<file path="src/sv/nac_pkg.sv">
// Package: shared types and constants for the cumulative hazard core.
`timescale 1ns / 1ps
package nac_pkg;
   localparam int MaxSamples = 1024;
   localparam int AddrBits = $clog2(MaxSamples);
   localparam int CountBits = $clog2(MaxSamples + 1);
   localparam int TimeBits = 32;
   localparam int FracBits = 24;
   localparam int HazBits = 32;
   localparam int DivBits = CountBits + FracBits;
   // death and censoring counts packed side by side in one memory word
   localparam int CntW = 2 * CountBits;

   localparam logic [1:0] CMD_LOAD  = 2'd0;
   localparam logic [1:0] CMD_BUILD = 2'd1;
   localparam logic [1:0] CMD_QUERY = 2'd2;
   localparam logic [1:0] CMD_CLEAR = 2'd3;

   localparam logic [1:0] ST_OK        = 2'd0;
   localparam logic [1:0] ST_FULL      = 2'd1;
   localparam logic [1:0] ST_NOT_READY = 2'd2;

   typedef struct packed {
      logic [1:0]          command;
      logic [TimeBits-1:0] sample_time;
      logic                event_flag;
      logic [TimeBits-1:0] query_time;
   } req_type;

   typedef struct packed {
      logic [1:0]           status;
      logic [HazBits-1:0]   hazard;
      logic [CountBits-1:0] distinct_times;
   } rsp_type;
endpackage

</file>
<file path="src/sv/nac_div.sv">
// Restoring divider: (numer << FracBits) / denom, one quotient bit a cycle.
`timescale 1ns / 1ps
module nac_div
   import nac_pkg::*;
(
   input  logic                 clock,
   input  logic                 reset,
   input  logic                 start,
   input  logic [CountBits-1:0] numer,
   input  logic [CountBits-1:0] denom,
   output logic                 done,
   output logic [DivBits-1:0]   quot
);
   logic [DivBits-1:0]   quot_ff, quot_in;
   logic [CountBits:0]   rem_ff, rem_in;
   logic [CountBits-1:0] den_ff;
   logic [5:0]           cnt_ff, cnt_in;
   logic                 run_ff, run_in, done_ff, done_in;
   logic [CountBits:0]   trial;

   always_comb begin
      quot_in = quot_ff;
      rem_in  = rem_ff;
      cnt_in  = cnt_ff;
      run_in  = run_ff;
      done_in = 1'b0;
      trial   = {rem_ff[CountBits-1:0], quot_ff[DivBits-1]};
      if (start) begin
         quot_in = {numer, {FracBits{1'b0}}};
         rem_in  = '0;
         cnt_in  = 6'(DivBits);
         run_in  = 1'b1;
      end else if (run_ff) begin
         // shift in next dividend bit, subtract when it fits
         if (trial >= {1'b0, den_ff}) begin
            rem_in  = trial - {1'b0, den_ff};
            quot_in = {quot_ff[DivBits-2:0], 1'b1};
         end else begin
            rem_in  = trial;
            quot_in = {quot_ff[DivBits-2:0], 1'b0};
         end
         cnt_in = cnt_ff - 6'd1;
         if (cnt_ff == 6'd1) begin
            run_in  = 1'b0;
            done_in = 1'b1;
         end
      end
   end

   always_ff @(posedge clock) begin
      if (reset) begin
         run_ff  <= 1'b0;
         done_ff <= 1'b0;
         cnt_ff  <= '0;
      end else begin
         run_ff  <= run_in;
         done_ff <= done_in;
         cnt_ff  <= cnt_in;
      end
      quot_ff <= quot_in;
      rem_ff  <= rem_in;
      if (start) begin
         den_ff <= denom;
      end
   end

   assign done = done_ff;
   assign quot = quot_ff;
endmodule

</file>
<file path="config.mk">
export PLATFORM = sky130hd
export DESIGN_NAME = nac_div
export DESIGN_NICKNAME = d
export VERILOG_FILES = /design/src/sv/nac_pkg.sv /design/src/sv/nac_div.sv
export SDC_FILE = /design/constraint.sdc
export NUM_CORES = 1
export LEC_CHECK = 0
export ABC_AREA = 1
export BUFFER_PORTS_ARGS = -buffer_cell sky130_fd_sc_hd__buf_2
export CAP_MARGIN = 20
export CORE_AREA = 2 2 83 85
export DETAILED_ROUTE_END_ITERATION = 6
export DIE_AREA = 0 0 85 87
export PLACE_DENSITY = 0.75
export SETUP_SLACK_MARGIN = 0.4
export SYNTH_ARGS = -nofsm -noshare
export SYNTH_HDL_FRONTEND = slang
export SYNTH_SLANG_ARGS = --single-unit
export TNS_END_PERCENT = 100
</file>
<file path="constraint.sdc">
create_clock -name clock -period 1.8 [get_ports clock]
set_input_delay 0.18 -clock clock [delete_from_list [all_inputs] [get_ports clock]]
set_output_delay 0.18 -clock clock [all_outputs]
set_load 0.05 [all_outputs]
</file>
Word-level counts from Yosys, hierarchy flattened
Index checks and enable logic that the tools add are counted.

storage, ports and cells
  bits in registers = 65
  input port bits = 25
  output and inout port bits = 36
  logic and storage cells = 26

operators by class
  add/subtract/negate cells = 2
  magnitude comparators = 1
  equality and inequality tests = 1
  mux-type cells = 10
  bitwise logic cells = 1
  reductions and logical operators = 3

operator list
  cell                                               number
  two-way mux 35 bit                                 2
  greater-or-equal comparator 12 x 11 -> 1 bit       1
  two-way mux 6 bit                                  2
  two-way mux 11 bit                                 1
  subtractor 11 bit                                  1
  == test 6 x 1 -> 1 bit (second input constant)     1
  subtractor 6 x 1 -> 6 bit (second input constant)  1
  two-way mux 1 bit                                  5
  OR reduction 3 bit                                 1
  nonzero test 2 bit                                 1
  OR reduction 2 bit                                 1
  NOT 1 bit                                          1

Logic depth before layout (Yosys ltp)
Gate-level depths: netlist of the first run.

  depth in word-level cells = 4
  gate-level depth with buffers = 13
  gate-level depth less buffers = 13

Worst setup path before layout of the first run
No wires, ideal clock.

  path kind = register to register
  start point = reg quot_ff[34] (netlist: quot[34])
  end point = reg rem_ff[3]
  setup time = 0.113 ns
  arrival = 2.122 ns
  path slack = -0.435 ns
  cell stages (with the launch flop) = 13
  path buffers = 1
  period minus slack after synthesis = 2.235 ns
  cell sequence = edfxtp_1 -> inv_1 -> ha_1 -> fa_1 -> inv_1 -> nand3_1 -> nand2_2 -> nand3_4 -> nand4_4 -> buf_12 -> nand2_1 -> nand3_1 -> nand2_1

between the ends
  word-level cells in the longest chain between the ends = 2

ends and longest elaborated chain
  item                                                                               RTL line                      RTL
  start: declaration                                                                 nac_div.sv:14                 logic [DivBits-1:0] quot_ff, quot_in;
  start signal: assignment                                                           nac_div.sv:60                 quot_ff <= quot_in;
  subtractor 11 bit or greater-or-equal comparator 12 x 11 -> 1 bit (tied branches)  nac_div.sv:36, nac_div.sv:35
  two-way mux 11 bit *                                                               nac_div.sv:35                 if (trial >= {1'b0, den_ff}) begin
  end signal: assignment                                                             nac_div.sv:61                 rem_ff <= rem_in;
  end: declaration                                                                   nac_div.sv:15                 logic [CountBits:0] rem_ff, rem_in;

Every way passes the cells marked *; elsewhere a longest branch is shown, timed or not.
A chain may end at the register's enable or synchronous reset.

Final worst setup path of the first run
  start point = reg den_ff[0]
  end point = reg rem_ff[2]

between the ends
  word-level cells in the longest chain between the ends = 2

ends and longest elaborated chain
  item                                                                               RTL line                      RTL
  start: declaration                                                                 nac_div.sv:16                 logic [CountBits-1:0] den_ff;
  start signal: assignment                                                           nac_div.sv:63                 den_ff <= denom;
  subtractor 11 bit or greater-or-equal comparator 12 x 11 -> 1 bit (tied branches)  nac_div.sv:36, nac_div.sv:35
  two-way mux 11 bit *                                                               nac_div.sv:35

Marks and branches as above.

==> results.json, run 1 <==
{
  "setup_viol": 0,
  "wl_per_cell_um": 13.16,
  "grt_pass1_vias": 2610,
  "fin_crit_ns": 1.799,
  "yosysSeqAreaShare_pct": 48.16,
  "ir_worst_vdd_uv": 658.5,
  "hpwl_um": 5109,
  "synthDistinctLibCells": 31,
  "clkTransAtPathRegs_ns": 0.07,
  "utilization_pct": 60.88,
  "switching_share_pct": 26.29,
  "cp-start-kind": "register",
  "syn_inst": 376,
  "routed_via_density": 4.985,
  "cp.arrival_ns": 2.03,
  "drtIter0Drc": 128,
  "drive_gt1_share_pct": 28.08,
  "finalHoldViolCount": 0,
  "drtAntennaViolNets": 0,
  "grt_max_degree": 29,
  "relSlewSlack_pct": 70.25,
  "ys_seq_elements": 65,
  "register_area_um2": 1521,
  "routed_wl_um": 7157,
  "clkLatencyLatePin_ns": 0.34,
  "crit_type": "reg -> reg",
  "grt_util_all_layers_pct": 19.88,
  "cp_max_fo": 8,
  "nFillCells": 544,
  "drt_first_pass_iters": 5,
  "hp-class": "in -> reg",
  "switchingPower_uw": 907.0,
  "leakagePower_nw": 1.914,
  "final_area_um2": 3999,
  "place_congestion": 0.8877,
  "grt.overflow.total": 0,
  "finalCritPeriodShare_pct": 99.94,
  "num_vias": 2712,
  "numCtsBuffers": 9,
  "worst_setup_path_end_kind": "register",
  "cts_tree": "yes",
  "internal-power_mw": 2.543,
  "finalClockSkew_ns": 0.006946,
  "worst_pin_slew_ns": 0.4438,
  "p_total_mw": 3.450,
  "fmax_mhz": 555.9,
  "run_status": "finished clean",
  "p_clk_share_pct": 39.3,
  "comb_power_share_pct": 14.0,
  "syn_area_um2": 3159,
  "yosysWarnings": 0,
  "die_w_um": 85,
  "die_h_um": 87,
  "grt_pass1_wl_um": 11790,
  "place_ws_ns": 0.01972,
  "synth_area_per_cell_um2": 8.402,
  "htreeDepth": 3,
  "rsz0062_at_grt": "true",
  "area_growth_pct": 26.57,
  "drc_errors": 0,
  "p_per_area_nw_per_um2": 862.8,
  "start_util_pct": 48.10,
  "final_cells": 544,
  "die_area_um2": 7395,
  "hold_ws_ns": 0.01402,
  "final_common_cell": "nand2_1",
  "final_cell_mix": "nand2_1, inv_1, buf_2",
  "multi_input_area_um2": 1365,
  "p_seq_share_pct": 46.7,
  "placed_area_um2": 3637,
  "cts.sinks": 65,
  "cts_buffer_depth": 2,
  "portBuffers": 60,
  "fin_ws_ns": 0.001066,
  "timing.setup.tns_ns": 0,
  "drv_cap": 0,
  "core_um2": 6569,
  "dp_cells": 517,
  "final_nets": 497,
  "grt_antenna_before_repair": 1,
  "r2r_setup_slack_ns": 0.001,
  "cp.required_ns": 2.03,
  "syn-num-nets": 415,
  "ctsHoldBuffers": 0,
  "num_rows": 30,
  "io_pins": 61,
  "drv_slew": 0,
  "clockRootBuffer": "clkbuf_8"
}
-- kinds of logic after synthesis --
group / count (synthesis) / share of synthesized area (%)
AOI/OAI and AO/OA: 48 / 9.941
DFF: 65 / 48.16
and+or+nand+nor: 159 / 24.36
xor gates and xnor gates: 3 / 0.8318
adders and majority gates: 14 / 5.782
buffers and inverters: 87 / 10.93
-- synthesized netlist by cell type (all sizes together) --
cell | instances | share of area (%)
buf | 5 | 1.2
nand2 | 100 | 13
clkbuf | 4 | 0.48
xnor2 | 2 | 0.55
nand4 | 12 | 2.9
nand3 | 22 | 4.6
a21oi | 10 | 1.7
inv | 77 | 9.1
dfxtp | 43 | 27
o22ai | 23 | 4.6
ha | 13 | 5.1
o21ai | 4 | 0.63
nand3b | 3 | 0.71
fa | 1 | 0.63
xor2 | 1 | 0.28
nor3 | 4 | 0.63
a221oi | 1 | 0.28
a22o | 10 | 2.8
clkinv | 1 | 0.12
nor2 | 18 | 3.0
edfxtp | 22 | 21
-- power groups by stage --
stage / Combinational [mW] / Sequential [mW] / Clock (mW)
2_1_floorplan: 0.232 / 1.72 / 0
3_3_place_gp: 0.436 / 1.64 / 0
3_5_place_dp: 0.441 / 1.64 / 0
4_1_cts: 0.463 / 1.61 / 1.38
5_1_grt: 0.523 / 1.62 / 1.44
6_report: 0.482 / 1.61 / 1.36
-- worst max-delay path, cell delays in order (launching register included) --
cell and delay, ns:
edfxtp_1 0.39, ha_2 0.21, fa_2 0.35, inv_2 0.07, nand3_2 0.07, nand2_4 0.09
nand3_4 0.08, nand4_4 0.11, buf_12 0.14, nand2_1 0.05, nand3_1 0.08, nand2_1 0.06
-- layout make-up --
cell class | instances | share of cell area [%]
clock inverter | 3 | 0.5945
inverter | 78 | 7.416
tap | 80 | 2.503
timing repair buffer | 79 | 11.80
clock buffer | 13 | 5.319
timing repair inverter | 1 | 0.1252
multi-input combinational | 224 | 34.14
sequential | 65 | 38.05
antenna | 1 | 0.06258
-- sequential cells by signal (all words and copies together) (netlist names) --
register and cells:
done 1, rem_ff 11, run_ff 1, cnt_ff 6, den_ff 11, quot 35
-- routing by layer --
layer / vias up / routed length, µm / track usage [%]
met1: 1235 / 3242 / 25.31
met5: - / 0 / 0
met3: 15 / 511 / 5.308
met4: 0 / 113 / 7.792
met2: 76 / 3290 / 32.32
li1: 1386 / - / -
-- worst paths after layout --
check,to,from,depth (start not counted)
setup / recovery,rem_ff[2],den_ff[0],11
hold / removal,den_ff[4],denom[4],1
hold reg to reg,cnt_ff[3],cnt_ff[3],2
setup reg to reg,rem_ff[2],den_ff[0],11
-- what timing repair did --
| item | in CTS | in global routing |
|---|---|---|
| buffers inserted | 6 | 3 |
| setup endpoints to repair | 13 | 17 |
| gates resized for setup | 4 | 7 |
| cloned | 0 | 1 |
| pin swaps | 2 | 0 |
No activity file was read; power rests on OpenSTA's default activity.
==> run 2, diff against run 1 <==
Settings changed: CELL_PAD_IN_SITES_DETAIL_PLACEMENT set to 1, CELL_PAD_IN_SITES_GLOBAL_PLACEMENT set to 1, CORE_AREA 2 2 83 85 to 2 2 96 98, DIE_AREA 0 0 85 87 to 0 0 98 100, PLACE_DENSITY 0.75 to not set, PLACE_DENSITY_LB_ADDON set to 0.1.
==> run 2 against run 1 <==
  * Highest routed layer unchanged
  * Sequential share of layout area down 1.4 points
  * Design area rose by 4.0%
  * The run now ends with setup timing left
  * Critical path type unchanged
  * Sequential cell count did not move
  * Clock-buffer cell count shrank 2
==> results.json, run 2 (same netlist as run 1, synthesis figures left out) <==
{
  "cp.arrival_ns": 2.04,
  "fmax_mhz": 554.0,
  "grt_max_degree": 37,
  "cp_max_fo": 5,
  "final_cells": 593,
  "io_pins": 61,
  "ir_worst_vdd_uv": 336.4,
  "drtAntennaViolNets": 0,
  "fin_ws_ns": -0.005083,
  "dp_cells": 565,
  "num_rows": 35,
  "cp-start-kind": "register",
  "finalCritPeriodShare_pct": 100.3,
  "drtIter0Drc": 49,
  "largest_register_ffs": 35,
  "hp-class": "in -> reg",
  "setup_viol": 2,
  "drc_errors": 0,
  "drv_cap": 0,
  "start_util_pct": 35.54,
  "relSlewSlack_pct": 72.07,
  "rsz0062_at_grt": "true",
  "cts_buffer_depth": 2,
  "finalClockSkew_ns": 0.01104,
  "drt_first_pass_iters": 4,
  "grt_util_all_layers_pct": 18.10,
  "placed_area_um2": 3779,
  "routed_wl_um": 8392,
  "place_congestion": 0.8327,
  "final_nets": 516,
  "finalHoldViolCount": 0,
  "drv_slew": 0,
  "leakagePower_nw": 2.009,
  "final_common_cell": "nand2_1",
  "clkTransAtPathRegs_ns": 0.07,
  "final_area_um2": 4160,
  "grt_pass1_wl_um": 14030,
  "worst_setup_path_end_kind": "register",
  "area_growth_pct": 31.68,
  "p_total_mw": 3.322,
  "whs_path_depth": 1,
  "final_cell_mix": "nand2_1, inv_1, buf_2",
  "die_area_um2": 9800,
  "utilization_pct": 46.80,
  "grt.overflow.total": 0,
  "clockRootBuffer": "clkbuf_8",
  "reg2reg_depth": 12,
  "htreeDepth": 3,
  "diodes": 0,
  "fin_crit_ns": 1.805,
  "grt_pass1_vias": 2965,
  "p_per_area_nw_per_um2": 798.6,
  "hpwl_um": 6248,
  "cp.required_ns": 2.04,
  "run_status": "finished with violations",
  "portBuffers": 60,
  "routed_via_density": 4.776,
  "hold_ws_ns": 0.01654,
  "die_w_um": 98,
  "worst_pin_slew_ns": 0.4190,
  "drive_gt1_share_pct": 30.29,
  "clkLatencyLatePin_ns": 0.34,
  "wl_per_cell_um": 14.15,
  "core_um2": 8890,
  "numCtsBuffers": 9,
  "num_vias": 2832,
  "violations": "setup timing",
  "crit_type": "reg -> reg",
  "cts_tree": "yes",
  "grt_antenna_before_repair": 0,
  "die_h_um": 100,
  "cts.sinks": 65
}
run 2: cell count changes in the layout (fill, tap and decap cells not counted), moves of 2 or more:
cell and change:
buf_6 +4, dlygate4sd3_1 +8, nand2_2 +2, nand3_2 +2, buf_12 -2, buf_4 +11
clkbuf_16 -2, nand2_4 +2, inv_4 +2, nand3_1 -2, nand2_1 -4
run 2: repair_timing:
action | in CTS | in global routing
hold endpoints to repair | 8 | 0
pin swaps | 3 | 3
gates resized for setup | 15 | 10
endpoints found under the setup margin | 12 | 27
buffers inserted | 1 | 3
hold buffers | 8 | 0
run 2: layout make-up:
type | count | area [µm²]
multi-input combinational | 224 | 1383
timing repair buffer | 99 | 634.4
tap | 111 | 138.9
clock inverter | 5 | 36.28
inverter | 78 | 292.8
clock buffer | 11 | 152.6
sequential | 65 | 1523
fill | 1095 | 4730
run 2: final timing paths:
kind,start,endpoint,slack (ns)
min reg2reg,cnt_ff[3],cnt_ff[3],0.47
max reg2reg,quot[34],rem_ff[3],-0.005
min,denom[9],den_ff[9],0.02
max,quot[34],rem_ff[3],-0.005
run 2: where the power goes:
| group | switching [mW] | total (mW) | internal (mW) |
|---|---|---|---|
| combinational | 0.327 | 0.518 | 0.190 |
| clock | 0.602 | 1.19 | 0.591 |
| sequential | 0.0303 | 1.61 | 1.58 |
| total | 0.960 | 3.32 | 2.36 |
run 2: through the flow:
stage | worst slack, ns | TNS [ns]
after floorplan | -0.3055 | -3.370
after global placement | 0.03145 | 0
after detailed placement | -0.04351 | -0.1240
after CTS | -0.02743 | -0.1507
after global routing | -0.1144 | -1.022
final | -0.005083 | -0.008977
run 2: layer usage:
layer / vias up / share of wire [%] / track usage, %
met5: - / 0 / 0
met4: 0 / 1.2 / 5.983
met3: 9 / 4.5 / 4.944
met2: 43 / 47 / 30.24
met1: 1349 / 47 / 22.80
li1: 1431 / - / -
run 2: worst max-delay path, stage by stage, from the launching register on:
cell and delay [ns]:
edfxtp_1 0.35, inv_1 0.06, ha_2 0.19, fa_2 0.35
inv_2 0.07, nand3_2 0.08, nand2_4 0.09, nand3_4 0.08
nand4_4 0.12, buf_6 0.16, nand2_4 0.05, nand3_2 0.05
nand2_1 0.05
==> run 3, diff against run 2 <==
Settings changed: BUFFER_PORTS_ARGS -buffer_cell sky130_fd_sc_hd__buf_2 to -buffer_cell sky130_fd_sc_hd__buf_4.
==> run 3 against run 2 <==
  * The run still ends with setup timing left
  * Core utilization increased by 2.3 points
  * Register-to-register slack got worse by 0.03 ns
  * Worst setup slack got worse by 0.033 ns
  * Final cell count decreased by 0.34%
  * Critical path type unchanged
  * Critical endpoint is now rem_ff[0]
  * Largest cell class unchanged
==> results.json, run 3 (same netlist as run 1, synthesis figures left out) <==
{
  "p_clk_share_pct": 37.3,
  "p_per_area_nw_per_um2": 799.5,
  "grt_pass1_vias": 2951,
  "wl_per_cell_um": 14.46,
  "cts.sinks": 65,
  "p_total_mw": 3.488,
  "max_stage_delay_ns": 0.43,
  "routed_via_density": 4.783,
  "switching_share_pct": 27.61,
  "routed_wl_um": 8548,
  "leakagePower_nw": 2.028,
  "cp_max_fo": 7,
  "final_cell_mix": "nand2_1, buf_4, inv_1",
  "finalCritPeriodShare_pct": 102.1,
  "hp-class": "in -> reg",
  "grt_util_all_layers_pct": 18.09,
  "run_status": "finished with violations",
  "crit_path_cell_trace": "ha_4, fa_2, inv_2, nand3_2, nand2_4, nand3_4, nand4_4, buf_8, nand2_2, nand3_2, nand2_1",
  "internal-power_mw": 2.525,
  "start_util_pct": 35.54,
  "cpLargestDelayFamily": "adder cells",
  "grt_antenna_before_repair": 0,
  "drc_errors": 0,
  "hpwl_um": 6144,
  "area_growth_pct": 38.10,
  "die_area_um2": 9800,
  "io_pins": 61,
  "diodes": 0,
  "drv_cap": 0,
  "drtIter0Drc": 117,
  "p_seq_share_pct": 46.3,
  "switchingPower_uw": 963.2,
  "grt_max_degree": 37,
  "busiest_layer": "met2",
  "hold_ws_ns": 0.01585,
  "cp-start-kind": "register",
  "cts_tree": "yes",
  "worst_setup_path_end_kind": "register",
  "place_congestion": 0.8102,
  "cp.required_ns": 2.03,
  "worst_pin_slew_ns": 0.4674,
  "final_common_cell": "nand2_1",
  "relSlewSlack_pct": 68.67,
  "die_w_um": 98,
  "final_cells": 591,
  "num_vias": 2827,
  "htreeDepth": 3,
  "clkLatencyLatePin_ns": 0.34,
  "grt_pass1_wl_um": 14240,
  "cp.arrival_ns": 2.07,
  "finalClockSkew_ns": 0.01244,
  "drive_gt1_share_pct": 29.58,
  "dp_cells": 553,
  "grt.overflow.total": 0,
  "ir_worst_vdd_uv": 611.0,
  "timing.setup.tns_ns": -0.1485,
  "die_h_um": 100,
  "largest_register_ffs": 35,
  "crit_slowest_cell": "edfxtp_1",
  "use_met3_pct": 5.641,
  "place_ws_ns": -0.05304,
  "crit_type": "reg -> reg",
  "setup_viol": 7,
  "fin_crit_ns": 1.838,
  "path_buf_inv": 2,
  "met2_usage_pct": 28.77,
  "crit_path_frequent_cell": "nand3_2",
  "numCtsBuffers": 9,
  "grtUsageMet1_pct": 23.24,
  "drtAntennaViolNets": 0,
  "rsz0062_at_grt": "true",
  "num_rows": 35,
  "fin_ws_ns": -0.03798,
  "clockRootBuffer": "clkbuf_8",
  "drv_slew": 0,
  "violations": "setup timing",
  "fmax_mhz": 544.1,
  "final_nets": 514,
  "clkTransAtPathRegs_ns": 0.08,
  "comb_power_share_pct": 16.4,
  "cts_buffer_depth": 2,
  "portBuffers": 60,
  "finalHoldViolCount": 0,
  "core_um2": 8890,
  "drt_first_pass_iters": 4
}
[run 3: layer usage]
layer  part of all wire [%]  vias to the layer above
li1                       -                     1421
met1                     46                     1343
met2                     47                       49
met3                    4.9                       14
met4                    2.2                        0
met5                      0                        -
[run 3: path summary, 6_finish.rpt]
kind                    end  startpoint  cells past startpoint  slack, ns
hold reg to reg   cnt_ff[3]   cnt_ff[3]                      2       0.47
hold / removal       run_ff       reset                      2       0.02
setup / recovery  rem_ff[0]   den_ff[0]                     11      -0.04
setup reg to reg  rem_ff[0]   den_ff[0]                     11      -0.04
[run 3: power by group through the flow]
stage | Clock [mW] | Sequential [mW] | Combinational, mW
floorplan | 0 | 1.72 | 0.232
global placement | 0 | 1.64 | 0.490
detailed placement | 0 | 1.65 | 0.494
CTS | 1.34 | 1.61 | 0.532
global route | 1.41 | 1.62 | 0.624
finish | 1.30 | 1.61 | 0.572
[run 3: area by class of cell]
| class | instances | area (µm²) |
|---|---|---|
| clock buffer | 12 | 187.7 |
| clock inverter | 4 | 28.78 |
| fill | 1075 | 4527 |
| inverter | 78 | 296.5 |
| multi-input combinational | 224 | 1394 |
| sequential | 65 | 1521 |
| tap | 111 | 138.9 |
| timing repair buffer | 96 | 790.8 |
| timing repair inverter | 1 | 5.005 |
[run 3: through the flow]
stage	util [%]	cell area [µm²]
finish	49.08	4363
global route	49.08	4363
CTS	47.02	4180
detailed placement	43.18	3839
global placement	43.18	3839
floorplan	-	3189
[run 3: repair_timing]
item / in CTS / in global routing
setup buffers: 8 / 2
endpoints found under the hold margin: 4 / 7
setup endpoints to repair: 13 / 36
hold buffers: 4 / 7
pin swaps: 0 / 3
cloned: 1 / 0
resized for setup: 3 / 24
